## src/pgws_pkg.sv

```systemverilog
package pgws_pkg;

    localparam int MAX_GROUPS = 8;
    localparam int NUM_TEMPS  = 4;
    localparam int GW  = $clog2(MAX_GROUPS);
    localparam int TW  = $clog2(NUM_TEMPS);
    localparam int CW  = $clog2(MAX_GROUPS + 1);
    localparam int BAW = GW + TW;
    localparam int BDEPTH = MAX_GROUPS * NUM_TEMPS;

    localparam logic [31:0] MIN_START  = 32'h7fff_ffff;
    localparam logic [31:0] PAGE_RESET = 32'd10240;

    localparam logic [1:0] REQ_SELECT   = 2'd0;
    localparam logic [1:0] REQ_STATUS   = 2'd1;
    localparam logic [1:0] REQ_ADVANCE  = 2'd2;
    localparam logic [1:0] REQ_REASSIGN = 2'd3;

    localparam logic [2:0] CFG_GROUP_COUNT = 3'd0;
    localparam logic [2:0] CFG_IDEAL_PAGES = 3'd1;
    localparam logic [2:0] CFG_MAX_PAGES   = 3'd2;
    localparam logic [2:0] CFG_PAGE_SLACK  = 3'd3;
    localparam logic [2:0] CFG_RESERVE     = 3'd4;

    typedef struct packed {
        logic [1:0]  req_type;
        logic [1:0]  temperature;
        logic        is_gc_write;
        logic        is_retry;
        logic [2:0]  source_group;
        logic [2:0]  target_group;
        logic        group_is_good;
        logic [31:0] valid_pages;
        logic [15:0] free_units;
    } t_req;

    typedef struct packed {
        logic [2:0]  chosen_group;
        logic        found;
        logic [63:0] birthday_value;
    } t_res;

    typedef struct packed {
        logic        good;
        logic [31:0] pages;
        logic [15:0] free;
    } t_stat;

    typedef struct packed {
        logic [GW-1:0] rd_addr;
        logic          we;
        logic [GW-1:0] wr_addr;
        t_stat         wr_data;
    } t_st_cmd;

    typedef struct packed {
        logic [BAW-1:0] rd_addr;
        logic           we;
        logic [BAW-1:0] wr_addr;
        logic [63:0]    wr_data;
    } t_bd_cmd;

    typedef enum logic [2:0] {
        ST_IDLE,
        ST_DIV,
        ST_HOT,
        ST_PICK,
        ST_BMAX,
        ST_BREA,
        ST_DONE
    } t_state;

    localparam t_stat STAT_RESET = '{good: 1'b1, pages: 32'd0, free: 16'd0};

    function automatic logic [63:0] bday_init(input logic [TW-1:0] t);
        bday_init = {{(64 - TW){1'b0}}, t} << (63 - TW);
    endfunction

endpackage

```

## src/pgws_status_store.sv

```systemverilog
module pgws_status_store (
    input  logic              i_clk,
    input  logic              i_rst_n,
    input  pgws_pkg::t_st_cmd i_cmd,
    output pgws_pkg::t_stat   o_q
);

    pgws_pkg::t_stat mem [pgws_pkg::MAX_GROUPS];
    logic [pgws_pkg::MAX_GROUPS-1:0] r_vld;
    pgws_pkg::t_stat r_rd;
    logic r_rv;

    always_ff @(posedge i_clk) begin
        if (i_cmd.we) begin
            mem[i_cmd.wr_addr] <= i_cmd.wr_data;
        end
        r_rd <= mem[i_cmd.rd_addr];
    end

    always_ff @(posedge i_clk) begin
        if (!i_rst_n) begin
            r_vld <= '0;
            r_rv  <= 1'b0;
        end else begin
            if (i_cmd.we) begin
                r_vld[i_cmd.wr_addr] <= 1'b1;
            end
            r_rv <= r_vld[i_cmd.rd_addr];
        end
    end

    // unwritten entries read as the reset status
    assign o_q = r_rv ? r_rd : pgws_pkg::STAT_RESET;

endmodule

```

## src/pgws_bday_store.sv

```systemverilog
module pgws_bday_store (
    input  logic              i_clk,
    input  logic              i_rst_n,
    input  pgws_pkg::t_bd_cmd i_cmd,
    output logic [63:0]       o_q
);

    logic [63:0] mem [pgws_pkg::BDEPTH];
    logic [pgws_pkg::BDEPTH-1:0] r_vld;
    logic [63:0] r_rd;
    logic r_rv;
    logic [pgws_pkg::TW-1:0] r_rt;

    always_ff @(posedge i_clk) begin
        if (i_cmd.we) begin
            mem[i_cmd.wr_addr] <= i_cmd.wr_data;
        end
        r_rd <= mem[i_cmd.rd_addr];
        r_rt <= i_cmd.rd_addr[pgws_pkg::TW-1:0];
    end

    always_ff @(posedge i_clk) begin
        if (!i_rst_n) begin
            r_vld <= '0;
            r_rv  <= 1'b0;
        end else begin
            if (i_cmd.we) begin
                r_vld[i_cmd.wr_addr] <= 1'b1;
            end
            r_rv <= r_vld[i_cmd.rd_addr];
        end
    end

    assign o_q = r_rv ? r_rd : pgws_pkg::bday_init(r_rt);

endmodule

```

## src/pgws_ctrl.sv

```systemverilog
module pgws_ctrl (
    input  logic               i_clk,
    input  logic               i_rst_n,
    input  logic               start,
    output logic               busy,
    input  pgws_pkg::t_req     i_req,
    output logic               o_res_valid,
    output pgws_pkg::t_res     o_res,
    input  logic               i_cfg_valid,
    output logic               o_cfg_ready,
    input  logic [2:0]         i_cfg_index,
    input  logic [31:0]        i_cfg_data,
    output pgws_pkg::t_st_cmd  o_st,
    input  pgws_pkg::t_stat    i_st_q,
    output pgws_pkg::t_bd_cmd  o_bd,
    input  logic [63:0]        i_bd_q
);

    localparam int GW = pgws_pkg::GW;
    localparam int TW = pgws_pkg::TW;
    localparam int CW = pgws_pkg::CW;
    localparam logic [TW-1:0] HOT = TW'(pgws_pkg::NUM_TEMPS - 1);

    pgws_pkg::t_state r_state, n_state;
    pgws_pkg::t_req   r_req, n_req;
    pgws_pkg::t_res   r_res, n_res;

    logic [3:0]  r_gcount;
    logic [31:0] r_ideal, r_maxp;
    logic [15:0] r_slack, r_reserve;
    logic [31:0] r_rr [pgws_pkg::NUM_TEMPS];

    logic [31:0] r_dq, n_dq;
    logic [CW-1:0] r_rem, n_rem, div_rem;
    logic [1:0]  r_dstep, n_dstep;
    logic [GW-1:0] r_base, n_base;
    logic [CW-1:0] r_cnt, n_cnt;
    logic [TW-1:0] r_k, n_k;
    logic        r_iss_end, n_iss_end;
    logic        r_dv, n_dv;
    logic [CW-1:0] r_dj, n_dj;
    logic [GW-1:0] r_didx, n_didx;
    logic [TW-1:0] r_dk, n_dk;
    pgws_pkg::t_stat r_prev, n_prev;
    logic [63:0] r_prev_bd, n_prev_bd;
    logic [GW-1:0] r_prev_idx, n_prev_idx;
    logic [GW-1:0] r_lg, n_lg;
    logic        r_lgv, n_lgv;
    logic [GW-1:0] r_best, n_best;
    logic        r_bestv, n_bestv;
    logic [31:0] r_best_pages, n_best_pages;
    logic [63:0] r_max, n_max;

    logic [CW-1:0] n_used;
    logic [GW-1:0] iss_addr;
    logic [TW-1:0] iss_temp;
    logic          issue;
    logic          rr_we;
    logic [31:0]   rr_new;

    always_comb begin
        if (r_gcount == 4'd0) begin
            n_used = CW'(1);
        end else if (r_gcount > 4'(pgws_pkg::MAX_GROUPS)) begin
            n_used = CW'(pgws_pkg::MAX_GROUPS);
        end else begin
            n_used = CW'(r_gcount);
        end
    end

    function automatic logic [GW-1:0] wrap(input logic [GW-1:0] b, input logic [CW-1:0] c,
                                           input logic [CW-1:0] n);
        logic [CW:0] s;
        s = {{(CW + 1 - GW){1'b0}}, b} + {1'b0, c};
        if (s >= {1'b0, n}) begin
            s = s - {1'b0, n};
        end
        wrap = s[GW-1:0];
    endfunction

    function automatic logic in_bound(input logic [31:0] p, input logic [31:0] ideal,
                                      input logic [15:0] slack);
        in_bound = {1'b0, p} <= ({1'b0, ideal} + {17'd0, slack});
    endfunction

    // eight remainder steps per cycle, msb first
    always_comb begin
        logic [CW:0] tmp;
        logic [CW-1:0] rem;
        rem = r_rem;
        for (int b = 0; b < 8; b++) begin
            tmp = {rem, r_dq[31 - b]};
            if (tmp >= {1'b0, n_used}) begin
                tmp = tmp - {1'b0, n_used};
            end
            rem = tmp[CW-1:0];
        end
        div_rem = rem;
    end

    assign rr_new = r_rr[i_req.temperature[TW-1:0]] + 32'd1;

    always_comb begin
        logic hit;
        logic leave;
        logic [GW-1:0] lg;
        logic lgv;
        logic [63:0] v;
        logic [63:0] m;
        hit   = 1'b0;
        leave = 1'b0;
        lg    = r_lg;
        lgv   = r_lgv;
        v     = '0;
        m     = '0;

        n_state      = r_state;
        n_req        = r_req;
        n_res        = r_res;
        n_dq         = r_dq;
        n_rem        = r_rem;
        n_dstep      = r_dstep;
        n_base       = r_base;
        n_cnt        = r_cnt;
        n_k          = r_k;
        n_iss_end    = r_iss_end;
        n_dv         = 1'b0;
        n_dj         = r_cnt;
        n_dk         = r_k;
        n_prev       = r_prev;
        n_prev_bd    = r_prev_bd;
        n_prev_idx   = r_prev_idx;
        n_lg         = r_lg;
        n_lgv        = r_lgv;
        n_best       = r_best;
        n_bestv      = r_bestv;
        n_best_pages = r_best_pages;
        n_max        = r_max;
        rr_we        = 1'b0;
        issue        = 1'b0;
        iss_addr     = '0;
        iss_temp     = HOT;

        o_st         = '0;
        o_bd         = '0;

        case (r_state)
            pgws_pkg::ST_IDLE: begin
                if (start) begin
                    n_req = i_req;
                    n_res = '{chosen_group: i_req.target_group, found: 1'b0,
                              birthday_value: 64'd0};
                    n_cnt = '0;
                    n_k   = '0;
                    n_iss_end = 1'b0;
                    n_max = '0;
                    if (i_req.req_type == pgws_pkg::REQ_SELECT) begin
                        rr_we   = 1'b1;
                        n_dq    = rr_new;
                        n_rem   = '0;
                        n_dstep = '0;
                        n_state = pgws_pkg::ST_DIV;
                    end else if ({1'b0, i_req.target_group} >= 4'(n_used)) begin
                        n_state = pgws_pkg::ST_DONE;
                    end else begin
                        n_res.found = 1'b1;
                        case (i_req.req_type)
                            pgws_pkg::REQ_STATUS: begin
                                o_st.we      = 1'b1;
                                o_st.wr_addr = i_req.target_group[GW-1:0];
                                o_st.wr_data = '{good: i_req.group_is_good,
                                                 pages: i_req.valid_pages,
                                                 free: i_req.free_units};
                                n_state = pgws_pkg::ST_DONE;
                            end
                            pgws_pkg::REQ_ADVANCE:  n_state = pgws_pkg::ST_BMAX;
                            default:                n_state = pgws_pkg::ST_BREA;
                        endcase
                    end
                end
            end

            pgws_pkg::ST_DIV: begin
                n_rem   = div_rem;
                n_dq    = r_dq << 8;
                n_dstep = r_dstep + 2'd1;
                if (r_dstep == 2'd3) begin
                    n_base = div_rem[GW-1:0];
                    n_cnt  = '0;
                    n_lgv  = 1'b0;
                    n_bestv = 1'b0;
                    n_best_pages = pgws_pkg::MIN_START;
                    n_state = (r_req.temperature[TW-1:0] == HOT) ? pgws_pkg::ST_HOT
                                                                 : pgws_pkg::ST_PICK;
                end
            end

            pgws_pkg::ST_HOT: begin
                if (r_dv) begin
                    if (r_dj == '0) begin
                        n_prev     = i_st_q;
                        n_prev_bd  = i_bd_q;
                        n_prev_idx = r_didx;
                    end else begin
                        hit = r_prev.good && i_st_q.good &&
                              (r_req.is_retry || ((r_prev_bd <= i_bd_q) &&
                               in_bound(r_prev.pages, r_ideal, r_slack)));
                        if (hit) begin
                            leave = 1'b1;
                            n_res.chosen_group = r_prev_idx;
                            n_res.found = 1'b1;
                            n_state = pgws_pkg::ST_DONE;
                        end else begin
                            if (r_prev.good) begin
                                lg  = r_prev_idx;
                                lgv = 1'b1;
                            end
                            n_lg       = lg;
                            n_lgv      = lgv;
                            n_prev     = i_st_q;
                            n_prev_bd  = i_bd_q;
                            n_prev_idx = r_didx;
                            if (r_dj == n_used) begin
                                leave = 1'b1;
                                n_cnt = '0;
                                if (i_st_q.good) begin
                                    n_base  = r_didx;
                                    n_state = pgws_pkg::ST_PICK;
                                end else if (lgv) begin
                                    n_base  = lg;
                                    n_state = pgws_pkg::ST_PICK;
                                end else begin
                                    n_res.chosen_group = '0;
                                    n_res.found = 1'b0;
                                    n_state = pgws_pkg::ST_DONE;
                                end
                            end
                        end
                    end
                end
                // one read past the last group: the wrap back to the start
                if (!leave && r_cnt <= n_used) begin
                    issue    = 1'b1;
                    iss_addr = wrap(r_base, r_cnt, n_used);
                    n_cnt    = r_cnt + CW'(1);
                end
            end

            pgws_pkg::ST_PICK: begin
                if (r_dv) begin
                    if (r_req.is_gc_write) begin
                        hit = i_st_q.good && ((r_req.source_group == 3'(r_didx)) ||
                              (i_st_q.free > r_reserve));
                    end else if (i_st_q.good) begin
                        hit = r_req.is_retry || in_bound(i_st_q.pages, r_ideal, r_slack);
                        if (!hit && i_st_q.pages < r_best_pages) begin
                            n_best       = r_didx;
                            n_bestv      = 1'b1;
                            n_best_pages = i_st_q.pages;
                        end
                    end
                    if (hit) begin
                        leave = 1'b1;
                        n_res.chosen_group = 3'(r_didx);
                        n_res.found = 1'b1;
                        n_state = pgws_pkg::ST_DONE;
                    end else if (r_dj == n_used - CW'(1)) begin
                        leave = 1'b1;
                        n_state = pgws_pkg::ST_DONE;
                        if (!r_req.is_gc_write && n_bestv && n_best_pages <= r_maxp) begin
                            n_res.chosen_group = 3'(n_best);
                            n_res.found = 1'b1;
                        end else begin
                            n_res.chosen_group = '0;
                            n_res.found = 1'b0;
                        end
                    end
                end
                if (!leave && r_cnt < n_used) begin
                    issue    = 1'b1;
                    iss_addr = wrap(r_base, r_cnt, n_used);
                    n_cnt    = r_cnt + CW'(1);
                end
            end

            pgws_pkg::ST_BMAX: begin
                iss_temp = r_req.temperature[TW-1:0];
                if (r_dv) begin
                    v = (r_didx == r_req.target_group[GW-1:0]) ? i_bd_q + 64'd1 : i_bd_q;
                    m = (v > r_max) ? v : r_max;
                    n_max = m;
                    if (r_dj == n_used - CW'(1)) begin
                        o_bd.we      = 1'b1;
                        o_bd.wr_addr = {r_req.target_group[GW-1:0], iss_temp};
                        o_bd.wr_data = m;
                        n_res.birthday_value = m;
                        n_state = pgws_pkg::ST_DONE;
                    end
                end
                if (r_cnt < n_used) begin
                    issue    = 1'b1;
                    iss_addr = r_cnt[GW-1:0];
                    n_cnt    = r_cnt + CW'(1);
                end
            end

            pgws_pkg::ST_BREA: begin
                iss_temp = r_k;
                if (r_dv) begin
                    m = r_max;
                    if (r_didx != r_req.target_group[GW-1:0] && i_bd_q > r_max) begin
                        m = i_bd_q;
                    end
                    n_max = m;
                    if ({1'b0, r_didx} == n_used - CW'(1)) begin
                        o_bd.we      = 1'b1;
                        o_bd.wr_addr = {r_req.target_group[GW-1:0], r_dk};
                        o_bd.wr_data = m;
                        n_max = '0;
                        if (r_dk == HOT) begin
                            n_state = pgws_pkg::ST_DONE;
                        end
                    end
                end
                if (!r_iss_end) begin
                    issue    = 1'b1;
                    iss_addr = r_cnt[GW-1:0];
                    if (r_cnt == n_used - CW'(1)) begin
                        n_cnt = '0;
                        if (r_k == HOT) begin
                            n_iss_end = 1'b1;
                        end else begin
                            n_k = r_k + TW'(1);
                        end
                    end else begin
                        n_cnt = r_cnt + CW'(1);
                    end
                end
            end

            pgws_pkg::ST_DONE: begin
                n_state = pgws_pkg::ST_IDLE;
            end

            default: begin
                n_state = pgws_pkg::ST_IDLE;
            end
        endcase

        n_dv   = issue;
        n_didx = iss_addr;
        n_dk   = iss_temp;
        o_st.rd_addr = iss_addr;
        o_bd.rd_addr = {iss_addr, iss_temp};
    end

    always_ff @(posedge i_clk) begin
        if (!i_rst_n) begin
            r_state   <= pgws_pkg::ST_IDLE;
            r_dv      <= 1'b0;
            r_gcount  <= 4'd8;
            r_ideal   <= pgws_pkg::PAGE_RESET;
            r_maxp    <= pgws_pkg::PAGE_RESET;
            r_slack   <= 16'd256;
            r_reserve <= 16'd8;
            for (int t = 0; t < pgws_pkg::NUM_TEMPS; t++) begin
                r_rr[t] <= '1;
            end
        end else begin
            r_state <= n_state;
            r_dv    <= n_dv;
            if (rr_we) begin
                r_rr[i_req.temperature[TW-1:0]] <= rr_new;
            end
            if (i_cfg_valid) begin
                case (i_cfg_index)
                    pgws_pkg::CFG_GROUP_COUNT: r_gcount  <= i_cfg_data[3:0];
                    pgws_pkg::CFG_IDEAL_PAGES: r_ideal   <= i_cfg_data;
                    pgws_pkg::CFG_MAX_PAGES:   r_maxp    <= i_cfg_data;
                    pgws_pkg::CFG_PAGE_SLACK:  r_slack   <= i_cfg_data[15:0];
                    pgws_pkg::CFG_RESERVE:     r_reserve <= i_cfg_data[15:0];
                    default: ;
                endcase
            end
        end
    end

    always_ff @(posedge i_clk) begin
        r_req        <= n_req;
        r_res        <= n_res;
        r_dq         <= n_dq;
        r_rem        <= n_rem;
        r_dstep      <= n_dstep;
        r_base       <= n_base;
        r_cnt        <= n_cnt;
        r_k          <= n_k;
        r_iss_end    <= n_iss_end;
        r_dj         <= n_dj;
        r_didx       <= n_didx;
        r_dk         <= n_dk;
        r_prev       <= n_prev;
        r_prev_bd    <= n_prev_bd;
        r_prev_idx   <= n_prev_idx;
        r_lg         <= n_lg;
        r_lgv        <= n_lgv;
        r_best       <= n_best;
        r_bestv      <= n_bestv;
        r_best_pages <= n_best_pages;
        r_max        <= n_max;
    end

    assign busy        = (r_state != pgws_pkg::ST_IDLE);
    assign o_res_valid = (r_state == pgws_pkg::ST_DONE);
    assign o_res       = r_res;
    assign o_cfg_ready = 1'b1;

    a_accept_busy: assert property (@(posedge i_clk) disable iff (!i_rst_n)
        (start && !busy) |=> busy)
        else $error("accepted word did not start work");

    a_found_in_range: assert property (@(posedge i_clk) disable iff (!i_rst_n)
        (o_res_valid && o_res.found) |-> ({1'b0, o_res.chosen_group} < 4'(n_used)))
        else $error("chosen group beyond group count");

    a_bd_write_target: assert property (@(posedge i_clk) disable iff (!i_rst_n)
        o_bd.we |-> (o_bd.wr_addr[pgws_pkg::BAW-1:TW] == r_req.target_group[GW-1:0]))
        else $error("birthday write off the target group");

    a_single_strobe: assert property (@(posedge i_clk) disable iff (!i_rst_n)
        o_res_valid |=> !o_res_valid)
        else $error("result strobe longer than one cycle");

endmodule

```

## src/protection_group_write_selector.sv

```systemverilog
// channel  | direction | handshake                      | word
// request  | in        | start, busy (accept: start&!busy) | i_req (t_req)
// result   | out       | o_res_valid, one-cycle strobe  | o_res (t_res)
// config   | in        | i_cfg_valid, o_cfg_ready       | i_cfg_index, i_cfg_data
//
// One request at a time; the next word is taken in the idle state that follows the
// result strobe. Select: a remainder of the round-robin counter (8 bits per cycle),
// up to n+1 status reads at the hottest layer, and the n-read gc/normal scan, then
// the result. Status update: a single status store write. Advance: n birthday reads.
// Reassign: 4n birthday reads (one birthday read per cycle).
// Synchronous active-low reset; the stores clear through valid bits, no sweep.
// The receiver cannot stall; results are dropped into a one-cycle strobe.
module protection_group_write_selector (
    input  logic           i_clk,
    input  logic           i_rst_n,
    input  logic           start,
    output logic           busy,
    input  pgws_pkg::t_req i_req,
    output logic           o_res_valid,
    output pgws_pkg::t_res o_res,
    input  logic           i_cfg_valid,
    output logic           o_cfg_ready,
    input  logic [2:0]     i_cfg_index,
    input  logic [31:0]    i_cfg_data
);

    pgws_pkg::t_st_cmd st_cmd;
    pgws_pkg::t_stat   st_q;
    pgws_pkg::t_bd_cmd bd_cmd;
    logic [63:0]       bd_q;

    pgws_status_store u_status (
        .i_clk   (i_clk),
        .i_rst_n (i_rst_n),
        .i_cmd   (st_cmd),
        .o_q     (st_q)
    );

    pgws_bday_store u_bday (
        .i_clk   (i_clk),
        .i_rst_n (i_rst_n),
        .i_cmd   (bd_cmd),
        .o_q     (bd_q)
    );

    pgws_ctrl u_ctrl (
        .i_clk       (i_clk),
        .i_rst_n     (i_rst_n),
        .start       (start),
        .busy        (busy),
        .i_req       (i_req),
        .o_res_valid (o_res_valid),
        .o_res       (o_res),
        .i_cfg_valid (i_cfg_valid),
        .o_cfg_ready (o_cfg_ready),
        .i_cfg_index (i_cfg_index),
        .i_cfg_data  (i_cfg_data),
        .o_st        (st_cmd),
        .i_st_q      (st_q),
        .o_bd        (bd_cmd),
        .i_bd_q      (bd_q)
    );

endmodule

```

## config.mk

```make
export PLATFORM = sky130hd
export DESIGN_NAME = protection_group_write_selector
export DESIGN_NICKNAME = d
export VERILOG_FILES = /design/src/pgws_pkg.sv /design/src/pgws_status_store.sv /design/src/pgws_bday_store.sv /design/src/pgws_ctrl.sv /design/src/protection_group_write_selector.sv
export SDC_FILE = /design/constraint.sdc
export NUM_CORES = 2
export LEC_CHECK = 0
export ABC_AREA = 1
export BUFFER_PORTS_ARGS = -buffer_cell sky130_fd_sc_hd__buf_2
export CAP_MARGIN = 20
export CORE_MARGIN = 2
export CORE_UTILIZATION = 56
export DETAILED_ROUTE_END_ITERATION = 8
export PLACE_DENSITY_LB_ADDON = 0.25
export SLEW_MARGIN = 0
export SYNTH_ARGS = -nofsm -noshare
export SYNTH_HDL_FRONTEND = slang
export SYNTH_SLANG_ARGS = --single-unit
```

## constraint.sdc

```tcl
create_clock -name i_clk -period 15.4 [get_ports i_clk]
set_input_delay 0 -clock i_clk [delete_from_list [all_inputs] [get_ports i_clk]]
set_output_delay 0 -clock i_clk [all_outputs]
set_load 0.005 [all_outputs]
```

==> results.sh <==
export IMPL_finalPower_mw=33.48
export IMPL_hold_path_class="input port to flip-flop"
export IMPL_detail_route_antenna_nets=0
export IMPL_start_util_pct=56.17
export IMPL_finalMaxSlewViolations=0
export IMPL_ys_seq_area_share_pct=66.26
export IMPL_arrival_ns=13.16
export IMPL_fp_dieH_um=503.0
export IMPL_cpMostUsedCell="nand2_1"
export IMPL_fin_util_pct=63.11
export IMPL_synth_compound_area_share_pct=10.85
export IMPL_p_int_mw=19.43
export IMPL_die_x_um=503.0
export IMPL_clk_latency_ns=1.00
export IMPL_drtIter0Drc=14828
export IMPL_pwr_share_seq_pct=30.9
export IMPL_syn_cell_area_um2=139400
export IMPL_fin_area_um2=156600
export IMPL_synth_top_area_share_pct=62.42
export IMPL_power_density_nw_per_um2=213.7
export IMPL_grt_pass1_vias=94637
export IMPL_port_buffers=169
export IMPL_h_tree_depth=5
export IMPL_drtPass1Iterations=9
export IMPL_p_comb_share_pct=45.5
export IMPL_nNetsFinal=13150
export IMPL_clkSinkCount=3166
export IMPL_num_vias=100082
export IMPL_rows=183
export IMPL_r2r_cells=75
export IMPL_period_share_pct=81.09
export IMPL_wirelength_um=411600
export IMPL_synth_nets=12946
export IMPL_avgViaCountPerCell=6.166
export IMPL_critical_path_required_ns=16.07
export IMPL_slew_headroom_pct=11.12
export IMPL_setup_violations=0
export IMPL_area_growth_pct=12.35
export IMPL_synth_top_family_by_area="simple AND/OR/NAND/NOR gates"
export IMPL_grt_max_degree=223
export IMPL_clockRootBuffer="clkbuf_16"
export IMPL_antenna_found_initial=23
export IMPL_clkPwrFrac_pct=23.6
export IMPL_synthAdderAreaFrac_pct=3.792
export IMPL_synthCells=12430
export IMPL_critical_path_endpoint_type="flip-flop"
export IMPL_sw_frac_of_total_pct=41.96
export IMPL_hold_viol_final=0
export IMPL_avgRoutedWirePerCell_um=25.36
export IMPL_yosys_area_share_simple_pct=13.58
export IMPL_synth_seq_cells=3166
export IMPL_postPlaceCellArea_um2=144000
export IMPL_vdd_ir_drop_max_v=0.0009084
export IMPL_cts_tree="built"
export IMPL_start_kind="flip-flop"
export IMPL_tns_ns=0
export IMPL_outcome="completed"
export IMPL_clk_pin_slew_ns=0.06
export IMPL_grt_usage_pct=31.86
export IMPL_period_minus_slack_ns=12.49
export IMPL_skew_ns=0.09768
export IMPL_dieArea_um2=253000
export IMPL_tightestPinTransition_ns=1.333
export IMPL_core_um2=248200
export IMPL_async_flop_share_pct=0
export IMPL_synth_cell_types=75
export IMPL_grt_ovfl_total=0
export IMPL_synth_mux_area_share_pct=0
export IMPL_synth_ff_type="edfxtp_1"
export IMPL_rsz0062_at_grt="no"
export IMPL_synth_xor_xnor_area_share_pct=0.9360
export IMPL_ioPinCount=171
export IMPL_total_leakage_power_nw=62.44
export IMPL_layout_commonest_cell="nand2_1"
export IMPL_grt_pass1_wl_um=600800
export IMPL_place_congestion=0.9262
export IMPL_drive_above_1_share_pct=9.032
export IMPL_fmax_ghz=0.08008
export IMPL_clk_path_buf_depth=4
export IMPL_power_switching_mw=14.05
export IMPL_crit_type="flip-flop to flip-flop"
export IMPL_dp_slack_ns=2.888
export IMPL_cts_buffers=338
export IMPL_synth_edf_count=2898
export IMPL_worst_slack_ns=2.912
export IMPL_dp_hpwl_um=230200
export IMPL_crit_path_max_fanout=8
export IMPL_final_cell_mix="nand2_1 (3,227), edfxtp_1 (2,898), a21oi_1 (1,158)"
export IMPL_syn_avg_cell_area_um2=11.22
export IMPL_drc=0
export IMPL_yosysWarnings=0
export IMPL_critical_path_slowest_cell="o21ai_0"
export IMPL_drv_cap=0
export IMPL_hold_depth=4
export IMPL_ys_top_cells_by_area="edfxtp_1 (62%), nand2_1 (8.7%), a21oi_1 (4.2%)"
export IMPL_cts_setup_buffers=0
export IMPL_cp_slowest_stage_delay_ns=0.40
export IMPL_yosys_area_top_type="edfxtp_1"
layout make-up:
| type | count | area, um^2 |
|---|---|---|
| clock buffer | 459 | 9229 |
| multi-input combinational | 7704 | 41580 |
| antenna | 12 | 30.03 |
| inverter | 877 | 3342 |
| clock inverter | 135 | 1388 |
| sequential | 3166 | 92390 |
| timing repair buffer | 547 | 4519 |
| fill | 18809 | 91550 |
| tap | 3330 | 4167 |
worst paths after layout:
path | startpoint | slack, ns | endpoint
min reg2reg | u_bday.r_vld[2] | 0.46 | u_bday.r_vld[2]
max reg2reg | u_ctrl.r_gcount[3] | 2.91 | u_ctrl.r_base[0]
max | u_ctrl.r_gcount[3] | 2.91 | u_ctrl.r_base[0]
min | i_req[43] | 0.04 | u_status.mem[2][43]
timing repair:
item                      4_1_cts  5_1_grt
hold buffers                  165        0
gates resized for setup         0        0
hold endpoints to repair      566        0
routing by layer:
layer | part of all wire (%) | vias to the layer above | global-route usage, %
li1 | - | 44400 | -
met4 | 2.9 | 12 | 9.838
met3 | 12 | 849 | 6.364
met1 | 41 | 48835 | 47.26
met2 | 44 | 5986 | 47.56
met5 | 0.021 | - | 0
Yosys cell counts, drive strengths merged, types with 122 or more instances:
cell    number
a21oi     1160
edfxtp    2898
ha         405
inv        870
xor2       122
clkbuf     422
a32o       135
nand3      478
a22oi      384
nor2       595
o211ai     167
nand2     3255
o21ai      472
dfxtp      268
buf        261
kinds of logic (layout without fill, tap and decap cells):
kind of cell | Yosys count | in the layout
AO/OA/AOI/OAI | 2516 | 2516
XOR/XNOR | 149 | 149
adder cells (fa/ha/maj) | 416 | 416
buffers and inverters | 1560 | 2018
flip-flops | 3166 | 3166
other | 1 | 13
AND/OR/NAND/NOR | 4622 | 4622
worst max-delay path, delay by kind of cell (launching register included):
family | cells | cell delay [ns]
and+or+nand+nor | 31 | 3.34
adders and majority gates | 8 | 2.40
AOI/OAI and AO/OA | 25 | 5.14
DFF | 1 | 0.36
buffers and inverters | 11 | 0.96
per-stage QoR:
stage               hold slack [ns]  std cells
floorplan                   0.09887      12430
global placement             0.2456      15435
detailed placement           0.2545      15440
CTS                       0.0009349      16199
global route                0.03252      16221
finish                      0.04055      16230
power groups by stage:
| stage | clock network (mW) | registers, mW | logic [mW] |
|---|---|---|---|
| after floorplan | 0 | 10.4 | 11.5 |
| after global placement | 0 | 10.5 | 14.9 |
| after detailed placement | 0 | 10.5 | 15.0 |
| after CTS | 7.96 | 10.3 | 15.1 |
| after global routing | 8.31 | 10.4 | 16.8 |
| final | 7.91 | 10.4 | 15.2 |
flip-flops by register name, summed over array words and instances, names as in the netlist, 32 cells and up:
register,flops
u_ctrl.r_prev_bd,64
u_bday.mem,2048
u_ctrl.o_res,68
u_ctrl.r_best_pages,32
u_status.mem,392
u_status.r_rd,49
u_ctrl.r_rr,128
u_bday.r_rd,64
u_ctrl.r_maxp,32
u_ctrl.r_ideal,32
u_bday.r_vld,32
u_ctrl.r_max,64
u_ctrl.r_dq,32
u_ctrl.r_prev,33
Power figures use the tool's default switching activity.
